**config.mk**
```make
export PLATFORM = sky130hd
export DESIGN_NAME = lrrt_ram
export DESIGN_NICKNAME = d
export VERILOG_FILES = /design/src/rtl/lrrt_ram.sv
export SDC_FILE = /design/constraint.sdc
export NUM_CORES = 1
export LEC_CHECK = 0
export BUFFER_PORTS_ARGS = -buffer_cell sky130_fd_sc_hd__buf_4
export CAP_MARGIN = 20
export CORE_MARGIN = 4
export CORE_UTILIZATION = 54
export CTS_CLUSTER_DIAMETER = 50
export DETAILED_ROUTE_END_ITERATION = 10
export GPL_TIMING_DRIVEN = 0
export HOLD_SLACK_MARGIN = 0.03
export PLACE_DENSITY_LB_ADDON = 0.1
export SYNTH_ARGS = -nofsm -noshare
export SYNTH_HDL_FRONTEND = slang
export SYNTH_SLANG_ARGS = --single-unit
```
**constraint.sdc**
```tcl
create_clock -name clk -period 1.73 [get_ports clk]
set_input_delay 0.346 -clock clk [delete_from_list [all_inputs] [get_ports clk]]
set_output_delay 0.346 -clock clk [all_outputs]
set_load 0.05 [all_outputs]
```
**src/rtl/lrrt_ram.sv**
```systemverilog
// Generic simple dual-port RAM with registered read.
`default_nettype none

module lrrt_ram #(
  parameter int WIDTH = 8,
  parameter int DEPTH = 16
) (
  input  wire logic                                      clk,
  input  wire logic                                      wr_en,
  input  wire logic [((DEPTH > 1) ? $clog2(DEPTH) : 1)-1:0] wr_addr,
  input  wire logic [WIDTH-1:0]                          wr_data,
  input  wire logic                                      rd_en,
  input  wire logic [((DEPTH > 1) ? $clog2(DEPTH) : 1)-1:0] rd_addr,
  output logic      [WIDTH-1:0]                          rd_data
);

  logic [WIDTH-1:0] mem_r [DEPTH];

  always_ff @(posedge clk) begin
    if (wr_en) begin
      mem_r[wr_addr] <= wr_data;
    end
    if (rd_en) begin
      rd_data <= mem_r[rd_addr];
    end
  end

endmodule

`default_nettype wire

```
==> key figures <==
Outcome
  – Status: finished clean

Clock tree
  – Root buf cell: clkbuf_8
  – Setup Buffers After CTS: 0
  – Hold-fix buffers, CTS: 0
  – CTS tree: done
  – Htree depth: 4
  – CTS resizes: 0
  – CTS clk-pin slew, worst paths: 0.06 ns
  – Clock Path Buffers: 2
  – Clock Sinks: around 140
  – Clk_lat worst skew: ~0.5 ns
  – CTS Buf Count: 17

Worst setup path
  – Worst endpoint required time: roughly 2.0 ns
  – Flop2flop setup slack: around 0.14 ns
  – Max incr delay on CP: 0.54 ns
  – Kind of critical path: register to register
  – WP data arrival: ~1.8 ns
  – Crit-path max FO: 1
  – Beginning of the worst register-to-register path: mem_r[4][0]
  – Worst flop-to-flop path endpoint: rd_data[0]
  – CP max stage cell: mux4_1
  – Crit start category: register
  – R2R depth: 3
  – Critical Path End Type: register
  – Critical path, cell by cell: mux4_1 -> a22oi_1 -> nand2_1

Detailed routing
  – DRT iter0 DRCs: between 150 and 200
  – Final WL: 10.0 mm
  – Routed vias: 2392
  – Vias per cell: approximately 5.7
  – DR pass1 iterations: 4
  – Drt drc: 0
  – Antenna-violating nets left: 0
  – Routed WL per cell: about 24 µm

Synthesis
  – Ys flop type: edfxtp_1
  – Syn Std Cell Area: between 0.005 and 0.006 mm²
  – Synthesized Nets: between 200 and 250
  – Post-synth top area cell: edfxtp_1
  – Post-synthesis cell count: 229
  – Syn. warnings: 0
  – Synth Register Bits: between 100 and 150
  – Distinct cells, synth: 18
  – Most frequent cell after synthesis: edfxtp_1
  – Synth top cells by count: 136 x edfxtp_1, 18 x mux4_2, 16 x a22oi_1
  – EDFF count, synth: roughly 140
  – Post-synth ARST share: 0%
  – Share of the synthesized area in the top cell type: 78.1%
  – Sequential fraction of the synthesis area: 78.1%
  – Syn_area_per_cell: 22.8 µm²
  – Synth area leaders: edfxtp_1 78%, mux4_2 7.8%, mux4_1 7.0%, a22oi_1 2.3%, nor2_1 0.93%

Floorplanning
  – Vert. Die Dim: ~110 µm
  – Chip width: about 110 µm
  – Initial Util: around 56%
  – Core area: approximately 0.0093 mm²
  – Row count: 35
  – DIE AREA: 0.0113 mm²
  – Ports: 27

Min path
  – Hold depth: 1
  – Hold EP: rd_data[3]
  – HP Class: input pin to register
  – Hold_sp: rd_en

Global route
  – GR Util met2: roughly 28%
  – Most used routing layer: met1
  – Largest net degree at the start of global routing: 17
  – Global-route wire length before repair: 15.2 mm
  – Remaining Overflow, GRT: 0
  – Met1 usage: 28.8%
  – GRT Total Usage: approximately a fifth
  – Met3 Usage GRT: a little under 5%
  – Antenna violations before repair: 0
  – Vias in the first global route: 2500

STA
  – Layout Skew: around 0.0065 ns
  – Tcrit/Tclk final: between 90% and 100%
  – Tightest Pin Transition: 0.874 ns
  – Normalized max-slew margin: between 40 and 50%
  – RSZ-0062 raised after global routing: false
  – Final hold vios: 0
  – Endpoints failing setup: 0
  – Minimum clock period: roughly 1.6 ns
  – F_max: about 630 MHz
  – Fin. max-slew vios: 0
  – Setup WS post-layout: 0.143 ns

Placement
  – Placer Congestion: 0.703
  – IO Port Bufs: 25
  – Place WS: -0.357 ns
  – HPWL after detailed placement: between 6 and 7 mm
  – Dpl cells: between 300 and 400

Flow run
  – Max-Cap Viols: 0

Cells and area
  – Post-Route Utilization: 66.2%
  – Fill cells: between 600 and 700
  – Final Net Count: a little under 300
  – Area Overhead vs Synth: 18.1%
  – Final cell count without fillers: between 400 and 500
  – Seq. cell area: around 0.004 mm²
  – Layout cells sized above 1: a little under a third
  – ANT cells: 0
  – Multi-input gate area: 0.00106 mm²

Pwr
  – Worst vdd ir: around 0.0007 V
  – Pwr/cell area: about 1200 mW/mm²
  – Leak: 2.06 nW
[area by class of cell]
class / count / share of cell area, %
clock buffers: 18 / 6.77
repair buffers: 28 / 3.32
flip-flops and latches: 136 / 66.2
plain buffers: 10 / 1.40
well taps: 129 / 2.61
clock inverters: 13 / 2.53
multi-input cells: 83 / 17.2
[flip-flops by register name, indices dropped and copies added, names as in the netlist]
register	cells
mem_r	128
rd_data	8
[layer usage]
| metal | share of wire [%] | vias up |
|---|---|---|
| li1 | - | 1074 |
| met1 | 46 | 1227 |
| met2 | 47 | 79 |
| met3 | 5.4 | 12 |
| met4 | 1.4 | 0 |
| met5 | 0 | - |
[critical path: cells and delay by family, from the launching register on]
kind	cells	cell delay [ns]
AOI/OAI and AO/OA	1	0.29
muxes	1	0.54
DFF	1	0.36
and+or+nand+nor	1	0.12
[worst max-delay path by stage]
stage / start / endpoint / slack (ns) / cells past startpoint
6_report: mem_r[4][0] / rd_data[0] / 0.14 / 3
5_1_grt: mem_r[4][0] / rd_data[0] / 0.11 / 3
4_1_cts: mem_r[4][0] / rd_data[0] / 0.15 / 3
3_5_place_dp: wr_addr[2] / mem_r[3][4] / -0.36 / 3
3_3_place_gp: wr_addr[2] / mem_r[8][3] / -0.36 / 3
2_1_floorplan: rd_addr[0] / rd_data[1] / 0.10 / 5
[stage by stage]
| stage | hold WS [ns] | instance area (µm²) | total power [mW] | TNS, ns |
|---|---|---|---|---|
| 2_1_floorplan | 0.445 | 5230 | 4.04 | 0 |
| 3_3_place_gp | 0.628 | 5580 | 4.21 | -18.64 |
| 3_5_place_dp | 0.636 | 5600 | 4.23 | -11.20 |
| 4_1_cts | 0.0908 | 6170 | 7.69 | 0 |
| 5_1_grt | 0.104 | 6170 | 7.85 | 0 |
| 6_report | 0.112 | 6170 | 7.64 | 0 |
[cell families after synthesis]
family	Yosys count	synth area share (%)
flops	136	78.1
mux	32	14.8
compound gates	16	2.30
buf+inv	10	1.65
simple gates	35	3.14
[cells in the final DEF (no fill, tap or decap), types with 2 or more instances in the layout]
master / n
mux4_2: 18
clkdlybuf4s25_2: 3
buf_6: 3
bufinv_16: 3
nand2_1: 9
a22oi_1: 16
mux4_1: 14
clkbuf_16: 16
nand2b_1: 2
clkinv_2: 4
clkinvlp_4: 5
buf_4: 27
buf_2: 5
nand3b_1: 2
nor3_1: 3
nor2_1: 13
edfxtp_1: 136
[power breakdown]
part | internal [mW] | switching, mW
sequential | 3.71 | 0.0165
clock | 2.17 | 1.31
combinational | 0.165 | 0.259
(Power assumes the default switching activity.)
