==> src/rtl/lrrt_pkg.sv <==
// Shared types and constants for the live region range table.
`default_nettype none

package lrrt_pkg;

  localparam int REGION_ENTRIES = 64;
  localparam int IDX_W = (REGION_ENTRIES > 1) ? $clog2(REGION_ENTRIES) : 1;
  localparam int CNT_W = $clog2(REGION_ENTRIES + 1);

  localparam int ADDR_W = 64;
  localparam int SIZE_W = 48;
  localparam int TYPE_W = 8;
  localparam int ENTRY_W = ADDR_W + SIZE_W + TYPE_W;

  typedef enum logic [1:0] {
    CMD_ALLOC = 2'd0,
    CMD_FREE  = 2'd1,
    CMD_LOAD  = 2'd2,
    CMD_STORE = 2'd3
  } cmd_t;

  typedef enum logic [3:0] {
    ST_OK           = 4'd0,
    ST_IGNORED      = 4'd1,
    ST_OVERLAP      = 4'd2,
    ST_WRAP         = 4'd3,
    ST_FULL         = 4'd4,
    ST_FREED        = 4'd5,
    ST_FREE_UNKNOWN = 4'd6,
    ST_HIT          = 4'd7,
    ST_MISS         = 4'd8
  } status_t;

  typedef enum logic [1:0] {
    S_IDLE,
    S_SCAN,
    S_DONE
  } state_t;

  typedef struct packed {
    logic [ADDR_W-1:0] start;
    logic [SIZE_W-1:0] size;
    logic [TYPE_W-1:0] region_type;
  } entry_t;

  typedef struct packed {
    logic              hit;
    logic [IDX_W-1:0]  hit_idx;
    entry_t            hit_entry;
    logic [SIZE_W-1:0] offset;
    logic              slot_vld;
    logic [IDX_W-1:0]  slot_idx;
  } scan_res_t;

endpackage

`default_nettype wire

==> src/rtl/lrrt_eval.sv <==
// Per-entry match evaluation and running best-match tracking for one scan.
`default_nettype none

module lrrt_eval (
  input  wire logic                      clk,
  input  wire logic                      clr,
  input  wire logic                      chk_vld,
  input  wire logic                      chk_live,
  input  wire logic [lrrt_pkg::IDX_W-1:0]  chk_idx,
  input  wire lrrt_pkg::entry_t           rd_entry,
  input  wire lrrt_pkg::cmd_t             cmd,
  input  wire logic [lrrt_pkg::ADDR_W-1:0] addr,
  input  wire logic [lrrt_pkg::ADDR_W-1:0] end_addr,
  output lrrt_pkg::scan_res_t             res
);

  import lrrt_pkg::*;

  logic              hit_r;
  logic [IDX_W-1:0]  hit_idx_r;
  entry_t            hit_entry_r;
  logic [SIZE_W-1:0] offset_r;
  logic              slot_vld_r;
  logic [IDX_W-1:0]  slot_idx_r;

  logic [ADDR_W:0]   ent_end;
  logic              ovl;
  logic [ADDR_W-1:0] acc_off;
  logic              contains;
  logic              exact;
  logic              lower;

  always_comb begin
    ent_end  = {1'b0, rd_entry.start} + {{(ADDR_W + 1 - SIZE_W){1'b0}}, rd_entry.size};
    ovl      = (rd_entry.start < end_addr) && (ent_end > {1'b0, addr});
    acc_off  = addr - rd_entry.start;
    contains = (addr >= rd_entry.start) &&
               (acc_off < {{(ADDR_W - SIZE_W){1'b0}}, rd_entry.size});
    exact    = (rd_entry.start == addr);
    lower    = !hit_r || (rd_entry.start < hit_entry_r.start);
  end

  always_ff @(posedge clk) begin
    if (!clr && chk_vld) begin
      unique case (cmd)
        CMD_ALLOC: begin
          if (chk_live && ovl && lower) begin
            hit_idx_r   <= chk_idx;
            hit_entry_r <= rd_entry;
          end
          if (!chk_live && !slot_vld_r) begin
            slot_idx_r <= chk_idx;
          end
        end
        CMD_FREE: begin
          if (chk_live && exact && !hit_r) begin
            hit_idx_r   <= chk_idx;
            hit_entry_r <= rd_entry;
          end
        end
        CMD_LOAD, CMD_STORE: begin
          if (chk_live && contains && !hit_r) begin
            hit_idx_r   <= chk_idx;
            hit_entry_r <= rd_entry;
            offset_r    <= acc_off[SIZE_W-1:0];
          end
        end
        default: begin
        end
      endcase
    end
  end

  always_ff @(posedge clk) begin
    if (clr) begin
      hit_r      <= 1'b0;
      slot_vld_r <= 1'b0;
    end else if (chk_vld) begin
      unique case (cmd)
        CMD_ALLOC: begin
          if (chk_live && ovl) begin
            hit_r <= 1'b1;
          end
          if (!chk_live) begin
            slot_vld_r <= 1'b1;
          end
        end
        CMD_FREE: begin
          if (chk_live && exact) begin
            hit_r <= 1'b1;
          end
        end
        CMD_LOAD, CMD_STORE: begin
          if (chk_live && contains) begin
            hit_r <= 1'b1;
          end
        end
        default: begin
        end
      endcase
    end
  end

  always_comb begin
    res.hit       = hit_r;
    res.hit_idx   = hit_idx_r;
    res.hit_entry = hit_entry_r;
    res.offset    = offset_r;
    res.slot_vld  = slot_vld_r;
    res.slot_idx  = slot_idx_r;
  end

endmodule

`default_nettype wire

==> config.mk <==
export PLATFORM = sky130hd
export DESIGN_NAME = lrrt_eval
export DESIGN_NICKNAME = d
export VERILOG_FILES = /design/src/rtl/lrrt_pkg.sv /design/src/rtl/lrrt_eval.sv
export SDC_FILE = /design/constraint.sdc
export NUM_CORES = 1
export LEC_CHECK = 0
export BUFFER_PORTS_ARGS = -buffer_cell sky130_fd_sc_hd__clkbuf_2
export CAP_MARGIN = 20
export CORE_UTILIZATION = 30
export DETAILED_ROUTE_END_ITERATION = 16
export GPL_TIMING_DRIVEN = 0
export SLEW_MARGIN = 25
export SYNTH_ARGS = -nofsm -noshare
export SYNTH_HDL_FRONTEND = slang
export SYNTH_SLANG_ARGS = --single-unit
==> constraint.sdc <==
create_clock -name clk -period 13.2 [get_ports clk]
set_input_delay 1.98 -clock clk [delete_from_list [all_inputs] [get_ports clk]]
set_output_delay 1.98 -clock clk [all_outputs]
set_load 0.005 [all_outputs]
==> PnR_summary.wiki, run 1 <==
{| class="wikitable"
! Metric !! Value
|-
| Result of the run || complete, no violations
|-
| Final Net Count || 3220
|-
| Type of element capturing the critical path || flop
|-
| Part of the Yosys area used for sequential elements || 29.09%
|-
| Count of nets left with antenna violations after detail routing || 0
|-
| Clock Latency Late Sink || 500 ps
|-
| Congestion Overflow GR || 0
|-
| Port buffer count || 441
|-
| Weighted congestion reported at the end of routability-driven placement || 0.9218
|-
| Peak ir drop on the vdd network || 0.0001113 V
|-
| Warnings from Yosys || 0
|-
| Number of clock buffers inserted by TritonCTS || 17
|-
| Post-layout min period || 10100 ps
|-
| Clk Tree Root Cell || sky130_fd_sc_hd__clkbuf_16
|-
| Number of instances in the synthesized netlist || 2137
|-
| Post-CTS Repair Setup Buffers || 0
|-
| Synthesis-to-finish area growth || 21.12%
|-
| Cell row count || 91
|-
| EDFF count, synth || 180
|-
| Horizontal die dimension || 251.8 microns
|-
| Comb pwr share || 39.1%
|-
| Drt first pass iters || 5
|-
| Share of layout cells above drive strength 1 || 20.34%
|-
| Final setup violation count || 0
|-
| Starting utilization of the core area || 30.33%
|-
| Average wire per cell in the routed design || 18.79 microns
|-
| Post-synth top flop || sky130_fd_sc_hd__edfxtp_1
|-
| CP arrival || 10290 ps
|-
| Worst min path class || flop to flop
|-
| Core box area || 0.06171 sq mm
|-
| Net switching fraction of the power || 37.08%
|-
| Half-perimeter wire length of the detailed placement result || 56.12 mm
|-
| Fraction of registers with async set or reset after synthesis || 0%
|-
| Most frequent cell on the critical path || sky130_fd_sc_hd__buf_6
|-
| Clock tree buffer depth || 2
|-
| Critical Path Slowest Stage Cell || sky130_fd_sc_hd__nor4_1
|-
| Clock tree sinks || 182
|-
| Maximum number of pins on one net before global-route repair || 26
|-
| DRT Wirelength || 65.04 mm
|-
| Layout Cells excl Fill || 3462
|-
| Io pins || 442
|-
| Static leakage power || 11.13 nW
|-
| Post-Syn Area per Cell || 8.758 sq um
|-
| Placed insts || 3427
|-
| DP Area || 0.02214 sq mm
|-
| Largest incremental delay on the critical path || 640 ps
|-
| Power share of the sequential group || 34.8%
|-
| Hold buffer count at CTS || 0
|-
| Post-detailed-route DRC marker count || 0
|-
| Maximum fanout along the worst path || 14
|-
| Floorplan die height || 251.8 microns
|-
| Post-synth design cell area || 0.01872 sq mm
|-
| Post-route fraction of the period consumed by the critical path || 76.50%
|-
| Slew at the pin closest to its max-slew limit || 999.3 ps
|-
| Wire length of the first global-routing pass || 95.59 mm
|-
| Vias in the first global route || 16147
|-
| Type of element launching the critical path || input port
|-
| Maximum Capacitance Violations || 0
|-
| Routed via count divided by cell count || 4.965
|-
| Die area || 0.06339 sq mm
|-
| 1st-iter DRT viols || 1087
|-
| Combined global-route utilization of all metal layers || 20.19%
|-
| Cell internal pwr || 1.192 mW
|-
| CTS clock-pin slew for the worst setup and hold paths || 80 ps
|-
| Worst clock skew on the final layout || 14.48 ps
|-
| Post-Synthesis Net Count || 2748
|-
| Clock Power Share || 26.1%
|-
| CP Data Required Time || 13390 ps
|-
| Unrepaired setup endpoints after global routing || false
|-
| Worst rel slew slack || 32.68%
|-
| Maximum clock rate || 0.09903 GHz
|-
| H-tree Lvls || 4
|-
| Fin area || 0.02267 sq mm
|-
| Synthesized flop and latch total || 182
|-
| Net switching power || 0.7023 mW
|-
| Post-synthesis cell type count || 87
|-
| Number of hold violations in the final report || 0
|-
| Kind of critical path || input port to flop
|-
| Number of antenna violations at the first check in global routing || 10
|-
| Power per unit of standard cell area || 83.54 mW/mm^2
|-
| Vias || 17188
|-
| CTS-repair resized insts || 0
|-
| Fillers || 6500
|-
| Final max-slew violation count || 0
|-
| TritonCTS clock tree || yes
|}
==> layout make-up <==
type / instances / area (sq um) / area share, %
Clock buffer: 19 / 432.9 / 1.910
Tap cell: 837 / 1047 / 4.619
Buffer: 35 / 176.4 / 0.7782
Inverter: 333 / 1250 / 5.514
Multi-Input combinational cell: 1587 / 11870 / 52.37
Sequential cell: 182 / 5445 / 24.02
Clock inverter: 12 / 81.33 / 0.3587
Timing Repair Buffer: 453 / 2355 / 10.39
Antenna cell: 4 / 10.01 / 0.04415
==> cells by family (layout without fill, tap and decap cells) <==
kind of cell / count (synthesis) / after routing / share of synthesized area [%]
buf+inv: 368 / 852 / 7.621
compound gates: 591 / 591 / 20.16
other cells: 0 / 4 / 0
xor+xnor: 110 / 110 / 5.147
simple gates: 530 / 530 / 14.17
flops: 182 / 182 / 29.09
fa+ha+maj: 351 / 351 / 23.54
mux: 5 / 5 / 0.2741
==> worst paths after layout <==
kind | startpoint | endpoint | slack, ps | cells after the start
worst max register to register | res[112] | res[119] | 7530 | 20
worst min-delay path | slot_vld_r | slot_vld_r | 540 | 2
worst max-delay path | rd_entry[87] | res[119] | 3100 | 32
worst min register to register | slot_vld_r | slot_vld_r | 540 | 2
==> layer usage <==
layer / vias up / track usage (%) / part of all wire [%] / wire length (microns)
met4: 14 / 6.442 / 2.5 / 1638
met1: 8013 / 24.27 / 42 / 27360
met5: - / 0 / 0.14 / 88
li1: 8700 / - / - / -
met2: 395 / 35.56 / 50 / 32420
met3: 66 / 4.447 / 5.4 / 3532
==> critical path, delay by kind of cell <==
family                   cells  cell delay [ps]
AO/OA/AOI/OAI                9             2710
XOR/XNOR                     1              330
adder cells (fa/ha/maj)      2              590
buffers and inverters       10             1960
AND/OR/NAND/NOR             10             2670
==> layout by cell type (no fill, tap or decap), types with 74 or more instances in the layout <==
cell type and count:
sky130_fd_sc_hd__nand4_1 82, sky130_fd_sc_hd__ha_1 349, sky130_fd_sc_hd__o21ai_0 115, sky130_fd_sc_hd__xnor2_1 74
sky130_fd_sc_hd__inv_1 333, sky130_fd_sc_hd__nor2_1 118, sky130_fd_sc_hd__a21oi_1 207, sky130_fd_sc_hd__a21o_1 98
sky130_fd_sc_hd__clkbuf_2 442, sky130_fd_sc_hd__edfxtp_1 180, sky130_fd_sc_hd__nand2_1 143
==> registers in the layout, indices dropped and copies added, names as in the netlist <==
| signal | count |
|---|---|
| slot_vld_r | 1 |
| hit_idx_r | 6 |
| res | 120 |
| offset_r | 48 |
| slot_idx_r | 6 |
| hit_r | 1 |
==> synthesized netlist by cell type (25+ instances only) <==
library cell / n / area share, %
sky130_fd_sc_hd__o21ai_0: 115 / 3.1
sky130_fd_sc_hd__a21o_1: 98 / 3.9
sky130_fd_sc_hd__xor2_1: 36 / 1.7
sky130_fd_sc_hd__a21oi_1: 207 / 5.5
sky130_fd_sc_hd__nand2_1: 143 / 2.9
sky130_fd_sc_hd__nor2_1: 118 / 2.4
sky130_fd_sc_hd__nand4_1: 82 / 2.7
sky130_fd_sc_hd__inv_1: 333 / 6.7
sky130_fd_sc_hd__edfxtp_1: 180 / 29
sky130_fd_sc_hd__nand3_1: 47 / 1.3
sky130_fd_sc_hd__o21a_1: 26 / 1.0
sky130_fd_sc_hd__nor3_1: 32 / 0.86
sky130_fd_sc_hd__xnor2_1: 74 / 3.5
sky130_fd_sc_hd__nor2b_1: 25 / 0.84
sky130_fd_sc_hd__ha_1: 349 / 23
==> stage by stage <==
step / setup slack [ps] / hold slack [ps] / setup TNS, ps / power [mW] / util, %
after global placement: -4859 / 507.6 / -609230 / 1.404 / 35.60
after detailed placement: 2560 / 496.9 / 0 / 1.409 / 35.88
after CTS: 3136 / 528.0 / 0 / 1.917 / 36.71
final: 3102 / 543.0 / 0 / 1.894 / 36.74
after floorplan: 654.7 / 460.6 / 0 / 1.165 / -
after global routing: 2632 / 563.4 / 0 / 2.023 / 36.73
==> power by group through the flow <==
stage	clock, mW	sequential, mW	combinational, mW
global route	0.530	0.660	0.833
floorplan	0	0.675	0.490
finish	0.494	0.659	0.741
CTS	0.515	0.659	0.743
global placement	0	0.675	0.729
detailed placement	0	0.672	0.737
Power figures use the tool's default switching activity.
==> run 2: changes to the inputs <==
clock period = 10.1 ns   (was 13.2 ns; I/O delays follow)
==> run 2 against run 1 <==
First-iteration DRC count grew 0.92%. Clock power grew 32%. Core utilization hardly changed. Count of clock-buffer cells in the layout down 1. Final cell count barely moved. Critical endpoint is now res[117].
==> PnR_summary.wiki, run 2 (same netlist as run 1, synthesis figures left out) <==
{| class="wikitable"
! Metric !! Value
|-
| Net switching power || 0.9203 mW (+31%)
|-
| DRT Wirelength || 64.97 mm (about the same)
|-
| Setup slack at placement || 30.20 ps (-2529 ps)
|-
| Max reg flops || 120 (unchanged)
|-
| Worst clock skew on the final layout || 25.47 ps (+10.99 ps)
|-
| Clock tree sinks || 182 (unchanged)
|-
| CTS-repair resized insts || 0 (unchanged)
|-
| Power per unit of standard cell area || 109.4 mW/mm^2 (+31%)
|-
| Final Net Count || 3219 (-0.031%)
|-
| Critical Path Slowest Stage Cell || sky130_fd_sc_hd__a2111oi_2
|-
| Maximum fanout along the worst path || 15 (+1)
|-
| Beginning of the worst register-to-register path || res[112]
|-
| Comb pwr share || 39.1% (about the same)
|-
| Net switching fraction of the power || 37.11% (about the same)
|-
| CP arrival || 9690 ps (-600 ps)
|-
| Die area || 0.06339 sq mm (unchanged)
|-
| Number of buffer and inverter stages on the critical path || 8 (-2)
|-
| Maximum number of pins on one net before global-route repair || 28 (+7.7%)
|-
| Clock tree buffer depth || 2 (unchanged)
|-
| Number of clock buffers inserted by TritonCTS || 17 (unchanged)
|-
| Routed via count divided by cell count || 4.964 (about the same)
|-
| Half-perimeter wire length of the detailed placement result || 55.96 mm (-0.29%)
|-
| Clock Latency Late Sink || 500 ps (about the same)
|-
| Post-CTS Repair Setup Buffers || 0 (unchanged)
|-
| Cell class contributing the biggest share of worst-path delay || compound AO/OA/AOI/OAI gates
|-
| Reg-to-reg slack, setup || 4760 ps (-2770 ps)
|-
| CTS clock-pin slew for the worst setup and hold paths || 80 ps (about the same)
|-
| Crit path depth || 30 (-6.3%)
|-
| Placed insts || 3426 (-0.029%)
|-
| Unrepaired setup endpoints after global routing || false
|-
| Weighted congestion reported at the end of routability-driven placement || 0.9095 (-1.3%)
|-
| H-tree Lvls || 4 (unchanged)
|-
| Peak ir drop on the vdd network || 0.0001389 V (+25%)
|-
| Highest metal used || met5
|-
| Beginning of the critical path || rd_entry[87]
|-
| Fin area || 0.02267 sq mm (about the same)
|-
| Most common cell after layout, fill and taps aside || sky130_fd_sc_hd__clkbuf_2
|-
| Type of element capturing the critical path || flop
|-
| Vias in the first global route || 16330 (+1.1%)
|-
| Wire length of the first global-routing pass || 96.03 mm (+0.47%)
|-
| Final max-slew violation count || 0 (unchanged)
|-
| Number of hold violations in the final report || 0 (unchanged)
|-
| Critical Path End || res[117]
|-
| Clock Power Share || 26.2% (about the same)
|-
| Fillers || 6553 (+0.82%)
|-
| Count of cells along the worst hold path || 2 (unchanged)
|-
| Cell row count || 91 (unchanged)
|-
| Post-route fraction of the period consumed by the critical path || 94.07%
|-
| Result of the run || complete, no violations
|-
| Layout Cells excl Fill || 3460 (-0.058%)
|-
| Port buffer count || 441 (unchanged)
|-
| Post-layout worst setup margin || 599.1 ps (-2503 ps)
|-
| Share of layout cells above drive strength 1 || 20.34% (unchanged)
|-
| TritonCTS clock tree || yes
|-
| Total length of routed met2 wires || 32.05 mm (-1.1%)
|-
| Maximum Capacitance Violations || 0 (unchanged)
|-
| Synthesis-to-finish area growth || 21.13% (about the same)
|-
| Worst min path class || flop to flop
|-
| Starting utilization of the core area || 30.33% (unchanged)
|-
| Post-layout min period || 9501 ps
|-
| Average wire per cell in the routed design || 18.78 microns (about the same)
|-
| Type of element launching the critical path || input port
|-
| Final setup violation count || 0 (unchanged)
|-
| Most frequent cell on the critical path || sky130_fd_sc_hd__buf_6
|-
| DP Area || 0.02213 sq mm (about the same)
|-
| 1st-iter DRT viols || 1097 (+0.92%)
|-
| Count of nets left with antenna violations after detail routing || 0 (unchanged)
|-
| Kind of critical path || input port to flop
|-
| Reg2reg end || res[117]
|-
| Number of cells on the worst reg-to-reg path || 18 (-10%)
|-
| Static leakage power || 11.12 nW (about the same)
|-
| Clk Tree Root Cell || sky130_fd_sc_hd__clkbuf_16
|-
| Worst rel slew slack || 24.58% (-8.1 points)
|-
| Combined global-route utilization of all metal layers || 20.21% (about the same)
|-
| Hold buffer count at CTS || 0 (unchanged)
|-
| Io pins || 442 (unchanged)
|-
| Horizontal die dimension || 251.8 microns (unchanged)
|-
| Cell internal pwr || 1.560 mW (+31%)
|-
| Vias || 17174 (-0.081%)
|-
| Core utilization of the finished layout || 36.74% (about the same)
|-
| Sum of routed wire segments on met1 || 27.14 mm (-0.81%)
|-
| Post-detailed-route DRC marker count || 0 (unchanged)
|-
| Wire length on met3 || 3.711 mm (+5.1%)
|-
| Commonest cells after routing, fill and taps aside || sky130_fd_sc_hd__clkbuf_2 (442), sky130_fd_sc_hd__ha_1 (349), sky130_fd_sc_hd__inv_1 (333), sky130_fd_sc_hd__a21oi_1 (207), sky130_fd_sc_hd__edfxtp_1 (180)
|-
| Largest incremental delay on the critical path || 640 ps (about the same)
|-
| Hold Slack || 540.0 ps (-3.046 ps)
|-
| Congestion Overflow GR || 0 (unchanged)
|-
| Maximum clock rate || 0.1053 GHz
|-
| Core box area || 0.06171 sq mm (unchanged)
|-
| Power share of the sequential group || 34.7% (about the same)
|-
| Floorplan die height || 251.8 microns (unchanged)
|-
| Slew at the pin closest to its max-slew limit || 1126 ps (+126.8 ps)
|-
| Number of antenna violations at the first check in global routing || 8 (-2)
|-
| Drt first pass iters || 7 (+2)
|-
| CP Data Required Time || 10290 ps (-3100 ps)
|}
[run 2: cell types whose count changed in the layout (fill, tap and decap cells not counted), sizes merged]
cell,change
clkinvlp,+2
diode,-2
buf,-1
clkbuf,-1
clkinv,-1
inv,+1
[run 2: layer usage]
layer | vias up | global-route usage [%]
li1 | 8698 | -
met1 | 7999 | 23.99
met2 | 397 | 35.24
met3 | 66 | 4.900
met4 | 14 | 7.273
met5 | - | 0
[run 2: how the worst min path moves through the flow]
stage / start / endpoint / slack, ps
after global placement: slot_vld_r / slot_vld_r / 510
after floorplan: slot_vld_r / slot_vld_r / 460
final: slot_vld_r / slot_vld_r / 540
after detailed placement: slot_vld_r / slot_vld_r / 520
after CTS: slot_vld_r / slot_vld_r / 550
after global routing: hit_r / hit_r / 600
[run 2: area by class of cell]
cell class | count | area [sq um] | area share, %
buffer | 35 | 176.4 | 0.7781
clock inverter | 14 | 102.6 | 0.4525
sequential | 182 | 5445 | 24.02
multi-input combinational | 1587 | 11870 | 52.37
clock buffer | 18 | 429.2 | 1.893
inverter | 333 | 1250 | 5.513
antenna | 2 | 5.005 | 0.02208
tap | 837 | 1047 | 4.619
timing repair buffer | 452 | 2344 | 10.34
[run 2: power groups by stage]
stage               clock, mW  sequential [mW]  combinational, mW
global placement            0            0.881              0.954
CTS                     0.685            0.861              0.973
finish                  0.650            0.861              0.969
global route            0.699            0.862               1.09
detailed placement          0            0.878              0.965
floorplan                   0            0.881              0.641
[run 2: worst min-delay path, delay by kind of cell, from the launching register on]
kind               cells  cell delay [ps]
AOI/OAI and AO/OA      1               60
and+or+nand+nor        1               80
DFF                    1              370
[run 2: metrics by stage]
step	power, mW	setup TNS (ps)
2_1_floorplan	1.522	0
3_3_place_gp	1.835	-589650
3_5_place_dp	1.843	0
4_1_cts	2.519	0
5_1_grt	2.655	0
6_report	2.480	0
==> run 3: changes to the inputs <==
==> constraint.sdc (replaced) <==
create_clock -name clk -period 10.1 [get_ports clk]
set_input_delay 0 -clock clk [delete_from_list [all_inputs] [get_ports clk]]
set_output_delay 0 -clock clk [all_outputs]
set_load 0.005 [all_outputs]
==> run 3 against run 2 <==
Global-route usage increased by 0.50 points. Worst setup slack improved by 1100 ps. Routed wire length increased by 2.9%. Largest cell class unchanged.
==> PnR_summary.wiki, run 3 (same netlist as run 1, synthesis figures left out) <==
{| class="wikitable"
! Metric !! Value
|-
| H-tree Lvls || 4 (unchanged)
|-
| Congestion Overflow GR || 0 (unchanged)
|-
| Clock Latency Late Sink || 510 ps (about the same)
|-
| Power share of the sequential group || 33.3% (-1.4 points)
|-
| CP Data Required Time || 10300 ps (about the same)
|-
| CTS clock-pin slew for the worst setup and hold paths || 80 ps (about the same)
|-
| Average wire per cell in the routed design || 18.62 microns (-0.84%)
|-
| Most frequent cell on the critical path || sky130_fd_sc_hd__buf_6
|-
| Largest incremental delay on the critical path || 620 ps (-20 ps)
|-
| Type of element capturing the critical path || flop
|-
| Layout Cells excl Fill || 3590 (+3.8%)
|-
| Number of diodes || 0 (-2)
|-
| Half-perimeter wire length of the detailed placement result || 56.24 mm (+0.50%)
|-
| Clk Tree Root Cell || sky130_fd_sc_hd__clkbuf_16
|-
| DP Area || 0.02215 sq mm (about the same)
|-
| Hold Slack || 113.9 ps (-426.1 ps)
|-
| Result of the run || complete, no violations
|-
| Maximum number of pins on one net before global-route repair || 27 (-3.6%)
|-
| Maximum Capacitance Violations || 0 (unchanged)
|-
| Placed insts || 3427 (+0.029%)
|-
| Type of element launching the critical path || input port
|-
| Max reg flops || 120 (unchanged)
|-
| Synthesis-to-finish area growth || 28.44%
|-
| Number of cells on the worst reg-to-reg path || 19 (+1)
|-
| Kind of critical path || input port to flop
|-
| Count of nets left with antenna violations after detail routing || 0 (unchanged)
|-
| Cell internal pwr || 1.645 mW (+5.4%)
|-
| Worst min path class || input port to flop
|-
| Post-layout min period || 8362 ps (-1139 ps)
|-
| TritonCTS clock tree || yes
|-
| Number of antenna violations at the first check in global routing || 7 (-1)
|-
| Count of cells along the worst hold path || 3 (+1)
|-
| Net switching power || 0.9375 mW (+1.9%)
|-
| Power per unit of standard cell area || 107.4 mW/mm^2 (-1.8%)
|-
| Final setup violation count || 0 (unchanged)
|-
| Post-layout worst setup margin || 1738 ps (+1139 ps)
|-
| Share of layout cells above drive strength 1 || 19.47% (-0.87 points)
|-
| Combined global-route utilization of all metal layers || 20.71% (+0.50 points)
|-
| CP arrival || 8560 ps (-1130 ps)
|-
| Port buffer count || 441 (unchanged)
|-
| Setup slack at placement || 1803 ps (+1773 ps)
|-
| Peak ir drop on the vdd network || 0.0001457 V (+4.9%)
|-
| CTS-repair resized insts || 0 (unchanged)
|-
| Number of clock buffers inserted by TritonCTS || 17 (unchanged)
|-
| Slew at the pin closest to its max-slew limit || 1076 ps (-50.24 ps)
|-
| Comb pwr share || 39.1% (about the same)
|-
| Routed via count divided by cell count || 4.955 (-0.18%)
|-
| Worst rel slew slack || 27.94% (+3.4 points)
|-
| Critical Path Slowest Stage Cell || sky130_fd_sc_hd__a2111oi_2
|-
| Worst clock skew on the final layout || 19.93 ps (-5.534 ps)
|-
| Horizontal die dimension || 251.8 microns (unchanged)
|-
| Post-route fraction of the period consumed by the critical path || 82.79% (-11 points)
|-
| Clock tree sinks || 182 (unchanged)
|-
| Clock tree buffer depth || 2 (unchanged)
|-
| Post-CTS Repair Setup Buffers || 0 (unchanged)
|-
| Drt first pass iters || 5 (-2)
|-
| Maximum fanout along the worst path || 15 (unchanged)
|-
| Floorplan die height || 251.8 microns (unchanged)
|-
| Maximum clock rate || 0.1196 GHz (+14%)
|-
| Post-detailed-route DRC marker count || 0 (unchanged)
|-
| Hold buffer count at CTS || 131 (+131)
|-
| Clock Power Share || 27.5% (+1.3 points)
|-
| Starting utilization of the core area || 30.33% (unchanged)
|-
| Vias in the first global route || 16952 (+3.8%)
|-
| Most common cell after layout, fill and taps aside || sky130_fd_sc_hd__clkbuf_2
|-
| Core box area || 0.06171 sq mm (unchanged)
|-
| 1st-iter DRT viols || 994 (-9.4%)
|-
| Final Net Count || 3351 (+4.1%)
|-
| Net switching fraction of the power || 36.31% (-0.80 points)
|-
| Final max-slew violation count || 0 (unchanged)
|-
| Fin area || 0.02404 sq mm (+6.0%)
|-
| Unrepaired setup endpoints after global routing || false
|-
| DRT Wirelength || 66.85 mm (+2.9%)
|-
| Die area || 0.06339 sq mm (unchanged)
|-
| Wire length of the first global-routing pass || 98.16 mm (+2.2%)
|-
| Number of hold violations in the final report || 0 (unchanged)
|-
| Vias || 17788 (+3.6%)
|-
| Weighted congestion reported at the end of routability-driven placement || 0.9298 (+2.2%)
|-
| Io pins || 442 (unchanged)
|-
| Fillers || 6483 (-1.1%)
|-
| Core utilization of the finished layout || 38.95% (+2.2 points)
|-
| Cell row count || 91 (unchanged)
|-
| Commonest cells after routing, fill and taps aside || sky130_fd_sc_hd__clkbuf_2 (442), sky130_fd_sc_hd__ha_1 (349), sky130_fd_sc_hd__inv_1 (333), sky130_fd_sc_hd__a21oi_1 (207), sky130_fd_sc_hd__edfxtp_1 (180)
|-
| Static leakage power || 11.72 nW (+5.4%)
|}
-- run 3: changes by cell type in the layout (fill, tap and decap cells not counted) --
| cell | previous run | this run |
|---|---|---|
| sky130_fd_sc_hd__dlygate4sd3_1 | 0 | 131 |
| sky130_fd_sc_hd__clkinv_1 | 2 | 0 |
| sky130_fd_sc_hd__bufinv_16 | 0 | 2 |
| sky130_fd_sc_hd__diode_2 | 2 | 0 |
| sky130_fd_sc_hd__buf_8 | 1 | 2 |
| sky130_fd_sc_hd__clkinvlp_4 | 5 | 1 |
| sky130_fd_sc_hd__inv_6 | 3 | 4 |
| sky130_fd_sc_hd__clkinv_2 | 1 | 4 |
-- run 3: per-stage QoR --
| step | TNS, ps | total power, mW |
|---|---|---|
| 2_1_floorplan | 0 | 1.522 |
| 3_3_place_gp | -338280 | 1.834 |
| 3_5_place_dp | 0 | 1.844 |
| 4_1_cts | 0 | 2.616 |
| 5_1_grt | 0 | 2.755 |
| 6_report | 0 | 2.582 |
-- run 3: power by group through the flow --
stage	Sequential, mW	Clock [mW]	Combinational [mW]
after floorplan	0.881	0	0.641
after global placement	0.881	0	0.953
after detailed placement	0.878	0	0.966
after CTS	0.861	0.742	1.01
after global routing	0.862	0.760	1.13
final	0.861	0.711	1.01
-- run 3: critical path, delay by kind of cell --
| family | cells | cell delay (ps) |
|---|---|---|
| simple gates | 10 | 2680 |
| compound gates | 9 | 2630 |
| fa+ha+maj | 2 | 580 |
| buf+inv | 10 | 2290 |
| xor+xnor | 1 | 320 |
-- run 3: metal layers --
| layer | global-route usage [%] | vias to the layer above | part of all wire (%) |
|---|---|---|---|
| met1 | 24.27 | 8306 | 41 |
| met2 | 37.07 | 435 | 50 |
| met3 | 4.777 | 70 | 5.5 |
| met4 | 6.597 | 14 | 2.6 |
| li1 | - | 8963 | - |
| met5 | 0 | - | 0.13 |
-- run 3: path summary, 6_finish.rpt --
check	start	to	slack, ps
min reg2reg	hit_r	hit_r	570
max	rd_entry[89]	res[118]	1740
max reg2reg	res[112]	res[118]	4940
min	addr[45]	offset_r[45]	110
-- run 3: cell type report --
| class | instances | area [sq um] | share of cell area, % |
|---|---|---|---|
| Clock inverter | 14 | 148.9 | 0.6194 |
| Sequential cell | 182 | 5445 | 22.65 |
| Clock buffer | 18 | 429.2 | 1.785 |
| Timing Repair Buffer | 584 | 3670 | 15.27 |
| Multi-Input combinational cell | 1587 | 11870 | 49.39 |
| Buffer | 35 | 176.4 | 0.7339 |
| Tap cell | 837 | 1047 | 4.356 |
| Inverter | 333 | 1250 | 5.200 |
